### config.mk
export PLATFORM = sky130hd
export DESIGN_NAME = moving_average_filter_unit
export DESIGN_NICKNAME = d
export VERILOG_FILES = /design/src/hw/rtl/maf_pkg.sv /design/src/hw/rtl/maf_ram.sv /design/src/hw/rtl/maf_ctrl.sv /design/src/hw/rtl/maf_datapath.sv /design/src/hw/rtl/moving_average_filter_unit.sv
export SDC_FILE = /design/constraint.sdc
export NUM_CORES = 1
export LEC_CHECK = 0
export ABC_CLOCK_PERIOD_IN_PS = 3700
export BUFFER_PORTS_ARGS = -buffer_cell sky130_fd_sc_hd__buf_2
export CORE_ASPECT_RATIO = 0.9
export CORE_MARGIN = 2
export CORE_UTILIZATION = 30
export DETAILED_ROUTE_END_ITERATION = 7
export PLACE_DENSITY = 0.49
export SETUP_SLACK_MARGIN = 0.3
export SKIP_CTS_REPAIR_TIMING = 1
export SLEW_MARGIN = 40
export SYNTH_ARGS = -nofsm -noshare
export SYNTH_HDL_FRONTEND = slang
export SYNTH_SLANG_ARGS = --single-unit
### constraint.sdc
create_clock -name clk -period 3.7 [get_ports clk]
set_clock_uncertainty 0.05 [all_clocks]
set_input_delay 0.74 -clock clk [delete_from_list [all_inputs] [get_ports clk]]
set_output_delay 0.74 -clock clk [all_outputs]
set_load 0.05 [all_outputs]
### src/hw/rtl/maf_pkg.sv
// ----------------------------------------------------------------------------
// Moving average filter package
// Shared widths, register map constants and the controller command word.
// ----------------------------------------------------------------------------
`default_nettype none

package maf_pkg;

  localparam int SAMPLE_W        = 16;
  localparam int WIN_W           = 4;
  localparam int MAX_WINDOW_DEF  = 10;
  localparam int DEFAULT_WINDOW  = 5;
  localparam logic [WIN_W-1:0] MIN_WINDOW = 4'd2;

  localparam int APB_ADDR_W      = 3;
  localparam int APB_DATA_W      = 32;

  // Register index, taken from paddr[2].
  localparam logic REG_WINDOW_SIZE = 1'b0;

  // Commands from the controller to the datapath.
  typedef struct packed {
    logic capture;   // latch the accepted sample, RAM read of the oldest slot
    logic update;    // update the running sum, write the slot, advance
    logic div_load;  // load the divider with the magnitude of the sum
    logic div_step;  // one restoring division step
    logic out_load;  // move the quotient into the output register
  } ctrl_cmd_t;

endpackage

`default_nettype wire

### src/hw/rtl/maf_ram.sv
// ----------------------------------------------------------------------------
// Generic single-port-write RAM
// One write port and one read port, read data registered.
// ----------------------------------------------------------------------------
`default_nettype none

module maf_ram #(
  parameter int WIDTH = 16,
  parameter int DEPTH = 10
) (
  input  wire logic                     clk,
  input  wire logic                     we,
  input  wire logic [$clog2(DEPTH)-1:0] waddr,
  input  wire logic [WIDTH-1:0]         wdata,
  input  wire logic [$clog2(DEPTH)-1:0] raddr,
  output logic      [WIDTH-1:0]         rdata
);

  logic [WIDTH-1:0] mem [DEPTH];

  always_ff @(posedge clk) begin
    if (we) begin
      mem[waddr] <= wdata;
    end
    rdata <= mem[raddr];
  end

endmodule

`default_nettype wire

### src/hw/rtl/maf_ctrl.sv
// ----------------------------------------------------------------------------
// Moving average filter controller
// Sequences capture, sum update, division steps and the output register.
// ----------------------------------------------------------------------------
`default_nettype none

module maf_ctrl #(
  parameter int MAX_WINDOW = maf_pkg::MAX_WINDOW_DEF
) (
  input  wire logic              clk,
  input  wire logic              rst,
  input  wire logic              s_tvalid,
  output logic                   s_tready,
  output logic                   m_tvalid,
  input  wire logic              m_tready,
  output maf_pkg::ctrl_cmd_t     cmd
);

  localparam int SUM_W  = maf_pkg::SAMPLE_W + $clog2(MAX_WINDOW + 1);
  localparam int CNT_W  = $clog2(SUM_W);

  localparam logic [2:0] ST_IDLE = 3'd0;
  localparam logic [2:0] ST_UPD  = 3'd1;
  localparam logic [2:0] ST_ABS  = 3'd2;
  localparam logic [2:0] ST_DIV  = 3'd3;
  localparam logic [2:0] ST_DONE = 3'd4;

  logic [2:0]       state;
  logic [2:0]       state_next;
  logic [CNT_W-1:0] step_cnt;
  logic             out_free;

  assign s_tready = (state == ST_IDLE);
  assign out_free = !m_tvalid || m_tready;

  always_comb begin
    state_next   = state;
    cmd          = '0;
    unique case (state)
      ST_IDLE: begin
        if (s_tvalid) begin
          cmd.capture = 1'b1;
          state_next  = ST_UPD;
        end
      end
      ST_UPD: begin
        cmd.update = 1'b1;
        state_next = ST_ABS;
      end
      ST_ABS: begin
        cmd.div_load = 1'b1;
        state_next   = ST_DIV;
      end
      ST_DIV: begin
        cmd.div_step = 1'b1;
        if (step_cnt == CNT_W'(SUM_W - 1)) begin
          state_next = ST_DONE;
        end
      end
      ST_DONE: begin
        if (out_free) begin
          cmd.out_load = 1'b1;
          state_next   = ST_IDLE;
        end
      end
      default: begin
        state_next = ST_IDLE;
      end
    endcase
  end

  always_ff @(posedge clk) begin
    if (rst) begin
      state    <= ST_IDLE;
      step_cnt <= '0;
      m_tvalid <= 1'b0;
    end else begin
      state <= state_next;
      if (state == ST_DIV) begin
        step_cnt <= step_cnt + 1'b1;
      end else begin
        step_cnt <= '0;
      end
      if (cmd.out_load) begin
        m_tvalid <= 1'b1;
      end else if (m_tready) begin
        m_tvalid <= 1'b0;
      end
    end
  end

endmodule

`default_nettype wire

### src/hw/rtl/maf_datapath.sv
// ----------------------------------------------------------------------------
// Moving average filter datapath
// Window RAM, running sum, slot and fill count, and a restoring divider.
// ----------------------------------------------------------------------------
`default_nettype none

module maf_datapath #(
  parameter int MAX_WINDOW = maf_pkg::MAX_WINDOW_DEF
) (
  input  wire logic                              clk,
  input  wire logic                              rst,
  input  wire maf_pkg::ctrl_cmd_t                cmd,
  input  wire logic                              cfg_we,
  input  wire logic [maf_pkg::WIN_W-1:0]         cfg_wdata,
  input  wire logic [maf_pkg::SAMPLE_W-1:0]      sample_in,
  output logic      [maf_pkg::WIN_W-1:0]         window_size,
  output logic      [maf_pkg::SAMPLE_W-1:0]      average
);

  localparam int SW     = maf_pkg::SAMPLE_W;
  localparam int WW     = maf_pkg::WIN_W;
  localparam int SUM_W  = SW + $clog2(MAX_WINDOW + 1);
  localparam int SLOT_W = $clog2(MAX_WINDOW);
  localparam int CMP_W  = (SLOT_W + 1 > WW) ? SLOT_W + 1 : WW;
  localparam logic [WW-1:0] RST_WINDOW =
    WW'((maf_pkg::DEFAULT_WINDOW <= MAX_WINDOW) ? maf_pkg::DEFAULT_WINDOW : MAX_WINDOW);

  logic [SW-1:0]          sample;
  logic signed [SUM_W-1:0] sum;
  logic [SLOT_W-1:0]      slot;
  logic [WW-1:0]          count;
  logic [SW-1:0]          old_val;
  logic [SW-1:0]          ram_rdata;
  logic signed [SUM_W-1:0] sum_next;
  logic [CMP_W-1:0]       slot_inc;
  logic                   cfg_legal;

  logic                   neg;
  logic [SUM_W-1:0]       dq;
  logic [WW-1:0]          rem;
  logic [WW:0]            trial;
  logic                   q_bit;

  maf_ram #(
    .WIDTH (SW),
    .DEPTH (MAX_WINDOW)
  ) u_window_ram (
    .clk   (clk),
    .we    (cmd.update),
    .waddr (slot),
    .wdata (sample),
    .raddr (slot),
    .rdata (ram_rdata)
  );

  // While the window is still filling, the slot being replaced was never
  // written since the last clear and counts as zero.
  assign old_val  = (count == window_size) ? ram_rdata : '0;
  assign sum_next = sum - SUM_W'(signed'(old_val)) + SUM_W'(signed'(sample));
  assign slot_inc = CMP_W'(slot) + 1'b1;

  assign cfg_legal = (cfg_wdata >= maf_pkg::MIN_WINDOW) && (32'(cfg_wdata) <= MAX_WINDOW);

  // Restoring division step, remainder stays below the count.
  assign trial = {rem, dq[SUM_W-1]};
  assign q_bit = (trial >= {1'b0, count});

  always_ff @(posedge clk) begin
    if (rst) begin
      window_size <= RST_WINDOW;
      sum         <= '0;
      slot        <= '0;
      count       <= '0;
    end else if (cfg_we && cfg_legal) begin
      window_size <= cfg_wdata;
      sum         <= '0;
      slot        <= '0;
      count       <= '0;
    end else if (cmd.update) begin
      sum <= sum_next;
      if (slot_inc >= CMP_W'(window_size)) begin
        slot <= '0;
      end else begin
        slot <= SLOT_W'(slot_inc);
      end
      if (count < window_size) begin
        count <= count + 1'b1;
      end
    end
  end

  always_ff @(posedge clk) begin
    if (cmd.capture) begin
      sample <= sample_in;
    end
    if (cmd.div_load) begin
      neg <= sum[SUM_W-1];
      dq  <= sum[SUM_W-1] ? SUM_W'(-sum) : SUM_W'(sum);
      rem <= '0;
    end else if (cmd.div_step) begin
      dq  <= {dq[SUM_W-2:0], q_bit};
      rem <= q_bit ? WW'(trial - {1'b0, count}) : trial[WW-1:0];
    end
    if (cmd.out_load) begin
      average <= neg ? SW'(-dq[SW-1:0]) : dq[SW-1:0];
    end
  end

endmodule

`default_nettype wire

### src/hw/rtl/moving_average_filter_unit.sv
// ----------------------------------------------------------------------------
// Moving average filter unit
// Averages the most recent window_size signed samples over a circular window.
// ----------------------------------------------------------------------------
//
//   Channel   Direction  Handshake                Word contents
//   s_*       in         s_tvalid / s_tready      sample, signed 16 bits
//   m_*       out        m_tvalid / m_tready      average, signed 16 bits
//   APB       in/out     psel, penable, pready    window_size at byte address 0
//
// The average word passes through the capture, sum update, divider load,
// division step and done states before it reaches the output register, and
// the next sample can be accepted once the controller is idle again; the
// bit-serial restoring divider, one quotient bit per cycle over the width
// of the running sum, takes the most steps in this sequence.
// One sample is processed at a time; s_tready is high while the controller
// is idle, also while a finished word still waits in the output register.
// A finished word waits in the controller until the output register is free.
// Reset is synchronous, clears the sum, slot and fill count, and loads the
// default window size.
// No clearing pass is needed: the fill count masks slots not yet written.
//
`default_nettype none

module moving_average_filter_unit #(
  parameter int MAX_WINDOW = maf_pkg::MAX_WINDOW_DEF
) (
  input  wire logic                            clk,
  input  wire logic                            rst,
  // Input stream, s_tdata: [15:0] sample.
  input  wire logic                            s_tvalid,
  output logic                                 s_tready,
  input  wire logic [maf_pkg::SAMPLE_W-1:0]    s_tdata,
  // Output stream, m_tdata: [15:0] average.
  output logic                                 m_tvalid,
  input  wire logic                            m_tready,
  output logic      [maf_pkg::SAMPLE_W-1:0]    m_tdata,
  // Configuration port.
  input  wire logic                            psel,
  input  wire logic                            penable,
  input  wire logic                            pwrite,
  input  wire logic [maf_pkg::APB_ADDR_W-1:0]  paddr,
  input  wire logic [maf_pkg::APB_DATA_W-1:0]  pwdata,
  output logic      [maf_pkg::APB_DATA_W-1:0]  prdata,
  output logic                                 pready
);

  maf_pkg::ctrl_cmd_t             cmd;
  logic                           cfg_we;
  logic [maf_pkg::WIN_W-1:0]      window_size;

  // The register file has a single register; the word address is paddr[2].
  assign pready = 1'b1;
  assign cfg_we = psel && penable && pwrite && pready &&
                  (paddr[2] == maf_pkg::REG_WINDOW_SIZE);
  assign prdata = (paddr[2] == maf_pkg::REG_WINDOW_SIZE) ?
                  maf_pkg::APB_DATA_W'(window_size) : '0;

  maf_ctrl #(
    .MAX_WINDOW (MAX_WINDOW)
  ) u_ctrl (
    .clk      (clk),
    .rst      (rst),
    .s_tvalid (s_tvalid),
    .s_tready (s_tready),
    .m_tvalid (m_tvalid),
    .m_tready (m_tready),
    .cmd      (cmd)
  );

  maf_datapath #(
    .MAX_WINDOW (MAX_WINDOW)
  ) u_datapath (
    .clk         (clk),
    .rst         (rst),
    .cmd         (cmd),
    .cfg_we      (cfg_we),
    .cfg_wdata   (pwdata[maf_pkg::WIN_W-1:0]),
    .sample_in   (s_tdata),
    .window_size (window_size),
    .average     (m_tdata)
  );

endmodule

`default_nettype wire

Word level (Yosys, flattened, before mapping)
Memories as Yosys holds them, arrays and structs flattened. A register that Yosys moved wholly into a read port is not among the register bits.
Cells that the tools add are included.
Word-level totals
  register bits: 98
  RAM bits: 160
  memories: 1
  input bits: 58
  output and inout port bits: 51
  word-level logic and storage cells: 74
Operators by class
  add/sub/neg operators: 8
  multiplexer cells: 23
  reduce and logical (&&, ||, !) cells: 14
  bitwise operators: 2
  eq/ne operators: 9
  order comparisons: 5
Memory list
  u_datapath.u_window_ram.mem: depth 10, width 16, read ports 1, clocked after memory_dff 1, write ports 1, line maf_ram.sv:19  | logic [WIDTH-1:0] mem [DEPTH];
Operator list (number)
  $mux W20: 3
  $mux W16: 2
  $add A20 B16 Y20: 1
  $neg A20 Y20: 1
  $sub A20 B16 Y20: 1
  $neg A16 Y16: 1
  $pmux W3 S5: 1
  $mux W4: 3
  $mux W1: 11
  $ge A5 B4 Y1: 2
  $mux W3: 3
  $eq A3 B2 Y1 const B: 2
  $add A4 B1 Y5 const B: 1
  $add A5 B1 Y5 const B: 1
  $eq A5 B5 Y1 const B: 1
  $logic_and A1 B1 Y1: 5
  $add A4 B1 Y4 const B: 1
  $eq A4 B4 Y1: 1
  $ge A4 B2 Y1 const B: 1
  $le A4 B4 Y1 const B: 1
  $lt A4 B4 Y1: 1
  $ne A2 B1 Y1 const B: 2
  $reduce_bool A2 Y1: 2
  $reduce_or A2 Y1: 2
  other kinds (10): 11

Depth between registers and ports, before layout
Gate-level depths: netlist of run 1.
  depth after elaboration: 5
  mapped depth: 16
  gate-level depth less buffers: 15

Hierarchy
From an unflattened synthesis of run 1, not the netlist that was laid out.
Unflattened totals
  cells, all modules: 1066
  area, all modules: 13357.8 um^2
By module, submodules not included
  maf_ram: seq. area each 5124.9 um^2, instances 1, cells each 358, area each 6712.7 um^2
  maf_datapath: seq. area each 2312.2 um^2, instances 1, cells each 629, area each 5965.7 um^2
  maf_ctrl: seq. area each 180.2 um^2, instances 1, cells each 43, area each 409.1 um^2
  moving_average_filter_unit: seq. area each 0.0 um^2, instances 1, cells each 36, area each 270.3 um^2

Least setup slack after synthesis of run 1
OpenSTA, ideal clock, no wires.
  path type: flip-flop to flip-flop
  start: register u_datapath.count[0]
  end: register u_datapath.sum[19]
  period minus slack after synthesis: 3.638 ns
  required time: 3.518 ns
  arrival: 3.456 ns
  path slack: 0.062 ns
  cell stages (with the launch flop): 17
  path buffers: 2
  library setup time: 0.132 ns
  path through: dfxtp_1 inv_1 ha_1 and4_1 clkbuf_1 and2_1 fa_1 inv_1 ha_1 clkbuf_2 a21oi_1 a21oi_1 o41a_1 or3_1 a21oi_1 o21a_1 nor3_1
Between the ends
  cells in the longest elaborated chain, start to end: 4
RTL lines
  from (decl): line maf_datapath.sv:31  | logic [WW-1:0] count;
  from (signal assigned): line maf_datapath.sv:87  | count <= count + 1'b1;
  $eq A4 B4 Y1: line maf_datapath.sv:58  | assign old_val = (count == window_size) ? ram_rdata : '0;
  $mux W16: line maf_datapath.sv:58
  $sub A20 B16 Y20: line maf_datapath.sv:59  | assign sum_next = sum - SUM_W'(signed'(old_val)) + SUM_W'(signed'(sample));
  $add A20 B16 Y20: line maf_datapath.sv:59
  to (signal assigned): line maf_datapath.sv:80  | sum <= sum_next;
  to (decl): line maf_datapath.sv:29  | logic signed [SUM_W-1:0] sum;
Every way passes these cells.
A chain may end at the register's enable or synchronous reset.

Final worst setup path of run 1
  start: register u_datapath.window_size[2] (netlist name)
  end: register u_datapath.sum[19]
Between the ends
  cells in the longest elaborated chain, start to end: 4
RTL lines
  from (decl): line maf_datapath.sv:16  | output logic [maf_pkg::WIN_W-1:0] window_size,
  from (signal assigned): line maf_datapath.sv:75  | window_size <= cfg_wdata;
  $eq A4 B4 Y1: line maf_datapath.sv:58
  $mux W16: line maf_datapath.sv:58
  $sub A20 B16 Y20: line maf_datapath.sv:59
  $add A20 B16 Y20: line maf_datapath.sv:59
Every way passes these cells.

==> metrics, run 1 <==
Slew @ Worst Pin=800.9 ps; Critical Path Slowest Stage Cell=fa_1; Cell variety after synth=61; power density over the cells=549.5 mW/mm^2; final instance area=0.01520 sq mm; Max Cap Violations=0; port bufs=49; crit-path leading delay family=adder cells; die extent in y=201.0 microns; Post-DP HPWL=17.78 mm; Final WS setup=~230 ps; Sink Count=274; switch share=0.2877; share of layout cells above drive strength 1=0.2107; critical path cell sequence=inv_2 -> ha_4 -> and4_4 -> and2_4 -> buf_4 -> fa_1 -> inv_1 -> ha_1 -> a21o_1 -> o41a_1 -> or3_1 -> mux2i_2 -> o21a_1 -> nor3_1; Initial Util=0.3025; dpl ws=14.46 ps; DRT Pass-1 Iters=4; largest net degree at the start of global routing=38; Finish-stage setup viols=0; die area=0.04482 sq mm; gr ovfl total=0; startpoint class of the critical path=flop; Starting DRT DRC Count=slightly above 400; final net count=approximately 1200; Pint=5.950 mW; RSZ-0062 raised after global routing=yes; Post-Synthesis Cells=1005; CTS buffer count=29; Die X=222.9 microns; EDFF count, synth=213; core area=approximately 0.043 sq mm; Hold Path Class=in2reg; Tot Pwr=8.352 mW; # IOs=109; Hold Slack=289.4 ps; # DRC=0; Antenna Nets Post-Route=0; share of power burned in registers=0.437; final wirelength=26.45 mm; Synth Cell Area=between 0.01 and 0.015 sq mm; fin crit share=0.9379; Avg Synthesized Cell Area=12.88 sq um; multi-input logic area=0.004982 sq mm; Final Hold Vio Count=0; ant diodes=0; leakage=around 5.5 nW; Storage cell area=0.007629 sq mm; post-layout utilization of the core=0.3552; placer congestion estimate=0.7516; Clock Pin Slew Worst Setup and Hold Paths=60 ps; gr usage total=0.1158; Via density=4.513; setup_tns=0 ps; WL per Instance=between 15 and 20 microns; CP peak stage delay=between 400 and 500 ps; Slew headroom=0.4653; non-filler instance count after layout=1675; asr flop ratio synth=0; vias in the first global route=7456; CP Class=reg2reg; CTS Buffer Depth=3; Req. time, crit path=4080 ps; root buf cell=clkbuf_16; Max rail drop VDD=0.3214 mV; run status=finished clean; worst path buffer plus inverter count=3; Crit. End Element=flop; Area Growth Syn to Fin=17.44%; CTS tree=done; Seq/Total Area, Yosys=0.5886; clock group share of total power=0.334; row cnt=72; number of synthesized register bits=274; Worst-Skew Late Latency=570 ps; H-tree depth=1; initial antenna violation count=0; final critical-path required period=3470 ps; Critical Path AT=3850 ps; Switch Pwr=2.403 mW; DP Cell Count=between 1500 and 2000; Via Count=7559; fmax=288.2 MHz; Cell Area, Placed=0.01394 sq mm; Top FF cell, synth=edfxtp_1; Gate power share=0.229; Ys Warns=0; Final Max Slew Viols=0; number of fill cells=4113; first-pass GRT wire length=41.18 mm; highest net fanout along the worst path=6
[sequential cells by signal, indices dropped and copies added, names as in the netlist]
| name | flops |
|---|---|
| u_datapath.u_window_ram.mem | 160 |
| u_datapath.dq | 20 |
| u_datapath.sum | 20 |
| u_datapath.average | 16 |
| u_datapath.sample | 16 |
| u_datapath.u_window_ram.rdata | 16 |
| u_ctrl.step_cnt | 5 |
| u_datapath.count | 4 |
| u_datapath.rem | 4 |
| u_datapath.slot | 4 |
| u_datapath.window_size | 4 |
| u_ctrl.state | 3 |
| u_ctrl.m_tvalid | 1 |
| u_datapath.neg | 1 |
[worst register-to-register path, cell delays in order (launching register included)]
cell     delay (ps)
dfxtp_2         340
inv_2            50
ha_4            220
and4_4          220
and2_4          170
buf_4           130
fa_1            470
inv_1            40
ha_1            350
a21o_1          230
o41a_1          350
or3_1           330
mux2i_2         170
o21a_1          140
nor3_1           50
[Yosys cell counts (3+ instances only)]
| cell type | count | area share |
|---|---|---|
| o21ai_1 | 3 | 0.0012 |
| nor3_1 | 11 | 0.0043 |
| xor2_1 | 14 | 0.0095 |
| nand4_1 | 3 | 0.0015 |
| a22o_1 | 4 | 0.0027 |
| or3_1 | 6 | 0.0029 |
| a21o_1 | 10 | 0.0058 |
| a31oi_1 | 5 | 0.0024 |
| nand2b_1 | 7 | 0.0034 |
| or4_1 | 4 | 0.0023 |
| edfxtp_1 | 213 | 0.49 |
| o31ai_1 | 12 | 0.0070 |
| ha_1 | 40 | 0.039 |
| inv_1 | 90 | 0.026 |
| a211oi_1 | 21 | 0.012 |
| nand3_1 | 18 | 0.0070 |
| inv_2 | 4 | 0.0012 |
| a21oi_1 | 50 | 0.019 |
| buf_2 | 5 | 0.0019 |
| mux2i_1 | 21 | 0.016 |
| and2_1 | 26 | 0.013 |
| nand2_1 | 64 | 0.019 |
| nor2b_1 | 22 | 0.011 |
| fa_1 | 20 | 0.031 |
| buf_4 | 30 | 0.017 |
| and3_1 | 11 | 0.0053 |
| clkbuf_1 | 29 | 0.0084 |
| o21ai_0 | 37 | 0.014 |
| a22oi_1 | 5 | 0.0029 |
| nor2_1 | 44 | 0.013 |
| mux4_2 | 32 | 0.056 |
| xnor2_1 | 40 | 0.027 |
| nor4_1 | 3 | 0.0015 |
| dfxtp_1 | 61 | 0.094 |
[per-layer routing]
metal / wire [microns] / share of wire / up-vias / track usage
met1: 12830 / 0.49 / 3605 / 0.1675
met2: 11710 / 0.44 / 150 / 0.1811
li1: - / - / 3767 / -
met3: 1368 / 0.052 / 37 / 0.01859
met4: 537 / 0.020 / 0 / 0.02948
met5: 0 / 0 / - / 0
[final timing paths]
check	start	endpoint	slack (ps)	cells after the start
max	u_datapath.window_size[2]	u_datapath.sum[19]	230	14
max reg2reg	u_datapath.window_size[2]	u_datapath.sum[19]	230	14
min	s_tdata[12]	u_datapath.sample[12]	290	1
min reg2reg	u_ctrl.step_cnt[0]	u_ctrl.step_cnt[0]	400	1
[cell usage in the layout (no fill, tap or decap), types with 13 or more instances in the layout]
master and instances:
mux2i_1 20, a211oi_1 20, inv_1 83, clkbuf_16 29, dfxtp_1 54, and2_1 21, buf_2 49, nand2_1 64
xnor2_1 39, edfxtp_1 213, nand3_1 16, conb_1 29, ha_4 13, fa_1 19, nor2_1 43, nor2b_1 22
o21ai_0 34, a21oi_1 46, mux4_2 32, ha_1 25, xor2_1 14, buf_4 51
[layout make-up]
class                           count  share of cell area
Inverter                           94             0.02321
Tap cell                          555             0.04569
Sequential cell                   274              0.5019
Timing Repair Buffer              102             0.04281
Multi-Input combinational cell    597              0.3278
Clock buffer                       40             0.05046
Clock inverter                     13            0.008149
[power groups by stage]
| stage | sequential [mW] | clock [mW] | combinational (mW) |
|---|---|---|---|
| 3_3_place_gp | 3.71 | 0 | 1.69 |
| 3_5_place_dp | 3.72 | 0 | 1.70 |
| 6_report | 3.65 | 2.79 | 1.91 |
| 2_1_floorplan | 3.64 | 0 | 1.36 |
| 5_1_grt | 3.67 | 2.99 | 2.13 |
| 4_1_cts | 3.65 | 2.89 | 1.70 |
[cells by family (layout without fill, tap and decap cells)]
| family | Yosys count | count (layout) | share of synthesized area |
|---|---|---|---|
| other | 2 | 29 | 0.0005803 |
| flip-flops | 274 | 274 | 0.5886 |
| adder cells (fa/ha/maj) | 60 | 60 | 0.06961 |
| AND/OR/NAND/NOR | 228 | 229 | 0.08972 |
| AO/OA/AOI/OAI | 172 | 172 | 0.08623 |
| XOR/XNOR | 54 | 54 | 0.03654 |
| buffers and inverters | 162 | 249 | 0.05684 |
| multiplexers | 53 | 53 | 0.07193 |
Note: power is estimated with default switching activity, not from simulation.
==> inputs of run 2 (changes only) <==
Settings changed: ABC_CLOCK_PERIOD_IN_PS 3700 to 2800, SLEW_MARGIN 40 to 0.
Clock period 3.7 ns to 2.8 ns, I/O delays scaled along.
==> metrics, run 2 (same netlist as run 1, synthesis figures left out) <==
run status=complete, but fails checks; failing checks=negative setup slack; placer congestion estimate=0.7334 (-2.4%); largest net degree at the start of global routing=38 (unchanged); first-pass GRT wire length=43.25 mm (+5.0%); DP Cell Count=1681 (+4.6%); CP Class=reg2reg; Clock Pin Slew Worst Setup and Hold Paths=60 ps (about the same); Final Hold Vio Count=0 (unchanged); Via density=4.483 (-0.66%); share of layout cells above drive strength 1=0.2790 (+0.06828); setup_tns=-7152 ps (-7152 ps); Critical Path AT=3810 ps (-40 ps); H-tree depth=1 (unchanged); gr usage total=0.1215 (+0.005711); Die X=222.9 microns (unchanged); Initial Util=0.3025 (unchanged); non-filler instance count after layout=1745 (+4.2%); M1 wire length=13.61 mm (+6.1%); final net count=1287 (+5.8%); WL per Instance=15.85 microns (+0.39%); Slew @ Worst Pin=852.9 ps (+51.97 ps); CTS buffer count=29 (unchanged); Req. time, crit path=3210 ps (-870 ps); leading cell type in the layout, fill and taps excluded=edfxtp_1; Worst-Skew Late Latency=580 ps (about the same); Antenna Nets Post-Route=0 (unchanged); row cnt=72 (unchanged); core area=0.04279 sq mm (unchanged); RSZ-0062 raised after global routing=yes; met2 WL=12.52 mm (+6.9%); # DRC=0 (unchanged); startpoint class of the critical path=flop; Hold Path Class=in2reg; vias in the first global route=7733 (+3.7%); die area=0.04482 sq mm (unchanged); Largest Register=u_datapath.u_window_ram.mem; r2r setup slk=-600 ps (-830 ps); port bufs=49 (unchanged); power density over the cells=741.3 mW/mm^2 (+35%); Top Registers=u_datapath.u_window_ram.mem: 160 flops, u_datapath.dq: 20 flops, u_datapath.sum: 20 flops; leakage=5.942 nW (+8.3%); Final WS setup=-598.0 ps (-827.8 ps); Area Growth Syn to Fin=23.83%; Post-DP HPWL=18.88 mm (+6.2%); Finish-stage setup viols=16 (+16); Tot Pwr=11.88 mW (+42%); ant diodes=0 (unchanged); Hold Slack=102.0 ps (-187.3 ps); number of fill cells=4101 (-0.29%); gr ovfl total=0 (unchanged); Sink Count=274 (unchanged); Via Count=7823 (+3.5%); fin crit share=1.214 (+0.2757); final critical-path required period=3398 ps (-72.24 ps); final wirelength=27.66 mm (+4.6%); Starting DRT DRC Count=459 (+14%); wire length on met3=1.052 mm (-23%); fmax=294.3 MHz (+2.1%); max layer used=met4; CTS Buffer Depth=3 (unchanged); initial antenna violation count=0 (unchanged); Max rail drop VDD=0.3903 mV (+21%); Largest register FFs=160 (unchanged); Max Cap Violations=0 (unchanged); Final Max Slew Viols=0 (unchanged); DRT Pass-1 Iters=4 (unchanged); Crit. End Element=flop; highest net fanout along the worst path=8 (+2); CTS tree=done; most frequent cells in the layout=edfxtp_1 (213), buf_4 (114), inv_1 (82); Slew headroom=0.4266 (-0.03878); root buf cell=clkbuf_16; dpl ws=-734.3 ps (-748.7 ps); # IOs=109 (unchanged); die extent in y=201.0 microns (unchanged)
==> run 2: cell types whose count changed in the layout (fill, tap and decap cells not counted), moves of 5 or more <==
cell,change
clkbuf_1,-5
a21oi_1,-8
buf_6,+5
buf_4,+63
a21oi_2,+6
==> run 2: per-stage QoR <==
step,instance area [sq um],utilization
6_report,16030,0.3745
5_1_grt,16030,0.3745
4_1_cts,15670,0.3662
3_5_place_dp,14670,0.3427
3_3_place_gp,14670,0.3427
2_1_floorplan,13250,-
==> run 2: final cells by class <==
type | instances | area, sq um | share of cell area
inverters | 94 | 352.8 | 0.02202
well taps | 555 | 694.4 | 0.04333
multi-input cells | 597 | 5109 | 0.3188
clock inverters | 17 | 255.2 | 0.01593
flip-flops and latches | 274 | 7627 | 0.4759
clock buffers | 35 | 748.2 | 0.04669
repair buffers | 173 | 1240 | 0.07737
==> run 2: path summary, 6_finish.rpt <==
path	from	to	cells after the start
worst min register to register	u_ctrl.step_cnt[0]	u_ctrl.step_cnt[0]	1
worst min-delay path	s_tdata[4]	u_datapath.sample[4]	1
worst max register to register	u_datapath.window_size[2]	u_datapath.sum[18]	14
worst max-delay path	u_datapath.window_size[2]	u_datapath.sum[18]	14
==> run 2: where the power goes <==
group	internal [mW]	leakage, nW	switching [mW]	total (mW)
clock	2.46	0.492	1.61	4.08
combinational	1.46	3.01	1.56	3.03
sequential	4.62	2.44	0.162	4.78
==> run 2: worst max-delay path, stage by stage, from the launching register on <==
cell	delay (ps)
dfxtp_2	340
inv_2	50
ha_4	250
and4_4	230
and2_4	150
fa_1	520
inv_2	60
fa_2	380
a211oi_4	240
o21bai_2	140
a21oi_2	230
o311ai_4	150
a31oi_2	210
xnor2_1	90
a22o_1	200
==> run 2: layer usage <==
metal,vias to the layer above,global-route usage
met5,-,0
met3,41,0.02093
li1,3902,-
met4,0,0.02661
met2,123,0.1897
met1,3757,0.1769
==> inputs of run 3 (changes only) <==
Settings changed: PLACE_DENSITY 0.49 to 0.51.
==> metrics, run 3 (same netlist as run 1, synthesis figures left out) <==
Die X=222.9 microns (unchanged); Critical Path AT=3810 ps (about the same); Starting DRT DRC Count=378 (-18%); CP Class=reg2reg; Crit. End Element=flop; H-tree depth=1 (unchanged); run status=complete, but fails checks; Via density=4.460 (-0.52%); CTS buffer count=29 (unchanged); Hold Path Class=in2reg; largest net degree at the start of global routing=38 (unchanged); Finish-stage setup viols=16 (unchanged); Sink Count=274 (unchanged); vias in the first global route=7773 (+0.52%); Slew @ Worst Pin=849.2 ps (-3.691 ps); r2r setup slk=-620 ps (-20 ps); ant diodes=0 (unchanged); die area=0.04482 sq mm (unchanged); highest net fanout along the worst path=8 (unchanged); gr usage total=0.1196 (-0.001892); crit path launch=u_datapath.window_size[1]; Post-DP HPWL=18.90 mm (+0.14%); Worst Hold Path EP=u_datapath.sample[10]; DRT Pass-1 Iters=4 (unchanged); Area Growth Syn to Fin=20.98%; gr ovfl total=0 (unchanged); power density over the cells=710.8 mW/mm^2 (-4.1%); # IOs=109 (unchanged); setup_tns=-6303 ps (+848.1 ps); fin crit share=1.222 (+0.007965); Final WS setup=-620.3 ps (-22.30 ps); placer congestion estimate=0.7265 (-0.94%); RSZ-0062 raised after global routing=yes; Max rail drop VDD=0.4437 mV (+14%); first-pass GRT wire length=42.68 mm (-1.3%); RR Endpoint=u_datapath.sum[19]; Final Hold Vio Count=0 (unchanged); Antenna Nets Post-Route=0 (unchanged); final wirelength=26.97 mm (-2.5%); failing checks=negative setup slack; final net count=1280 (-0.54%); leading cell type in the layout, fill and taps excluded=edfxtp_1; startpoint class of the critical path=flop; die extent in y=201.0 microns (unchanged); final critical-path required period=3420 ps (+22.30 ps); CTS tree=done; Slew headroom=0.4290 (+0.002482); initial antenna violation count=0 (unchanged); # DRC=0 (unchanged); WL per Instance=15.52 microns (-2.1%); most frequent cells in the layout=edfxtp_1 (213), buf_4 (116), inv_1 (81); Worst-Skew Late Latency=570 ps (about the same); leakage=5.792 nW (-2.5%); Via Count=7747 (-0.97%); CTS Buffer Depth=3 (unchanged); Largest Register=u_datapath.u_window_ram.mem; Clock Pin Slew Worst Setup and Hold Paths=60 ps (about the same); Largest register FFs=160 (unchanged); Hold Path Depth=1 (unchanged); row cnt=72 (unchanged); root buf cell=clkbuf_16; share of layout cells above drive strength 1=0.2589 (-0.02011); Final Max Slew Viols=0 (unchanged); Initial Util=0.3025 (unchanged); RR Startpoint=u_datapath.window_size[1]; Tot Pwr=11.13 mW (-6.3%); Max Cap Violations=0 (unchanged); port bufs=49 (unchanged); Top Registers=u_datapath.u_window_ram.mem: 160 flops, u_datapath.dq: 20 flops, u_datapath.sum: 20 flops; fmax=292.4 MHz (-0.65%); worst r2r path cells=14 (unchanged); worst hold start=s_tdata[10]; Req. time, crit path=3190 ps (-20 ps); dpl ws=-726.2 ps (+8.086 ps); core area=0.04279 sq mm (unchanged)
## run 3: routing by layer
layer / wire length (microns) / global-route usage
met1: 13200 / 0.1702
met3: 1040 / 0.02210
met5: 0 / 0
met2: 12250 / 0.1916
met4: 481 / 0.02349
## run 3: area by class of cell
type                            instances  area [sq um]
Fill cell                            4138         27130
Multi-Input combinational cell        597          4984
Clock buffer                           38         759.5
Timing Repair Buffer                  166          1136
Clock inverter                         13         101.3
Sequential cell                       274          7630
Tap cell                              555         694.4
Inverter                               94         352.8
## run 3: worst max-delay path by stage
| stage | endpoint | cells after the start |
|---|---|---|
| after floorplan | u_datapath.sum[19] | 16 |
| after global placement | u_datapath.sum[17] | 15 |
| after detailed placement | u_datapath.sum[17] | 15 |
| after CTS | u_datapath.sum[17] | 15 |
| after global routing | u_datapath.sum[19] | 14 |
| final | u_datapath.sum[19] | 14 |
## run 3: through the flow
stage               cells  hold WS [ps]    util  cell area, sq um
floorplan            1032         367.6       -             13250
global placement     1679         381.1  0.3418             14630
detailed placement   1679         398.5  0.3418             14630
CTS                  1730         83.49  0.3619             15490
global route         1737         89.28  0.3659             15660
finish               1737         117.6  0.3659             15660
## run 3: worst max-delay path, stage by stage, from the launching register on
cell,delay (ps)
dfxtp_2,330
inv_2,50
ha_4,250
and4_4,210
and2_4,150
fa_1,550
inv_2,50
ha_4,210
a21o_1,180
a21o_1,200
o41a_1,330
or3_1,350
mux2i_1,190
o21a_1,140
nor3_1,50
## run 3: report_power, final
group	internal, mW	switching, mW
registers	4.62	0.170
clock network	2.00	1.53
logic	1.35	1.46
total	7.97	3.16
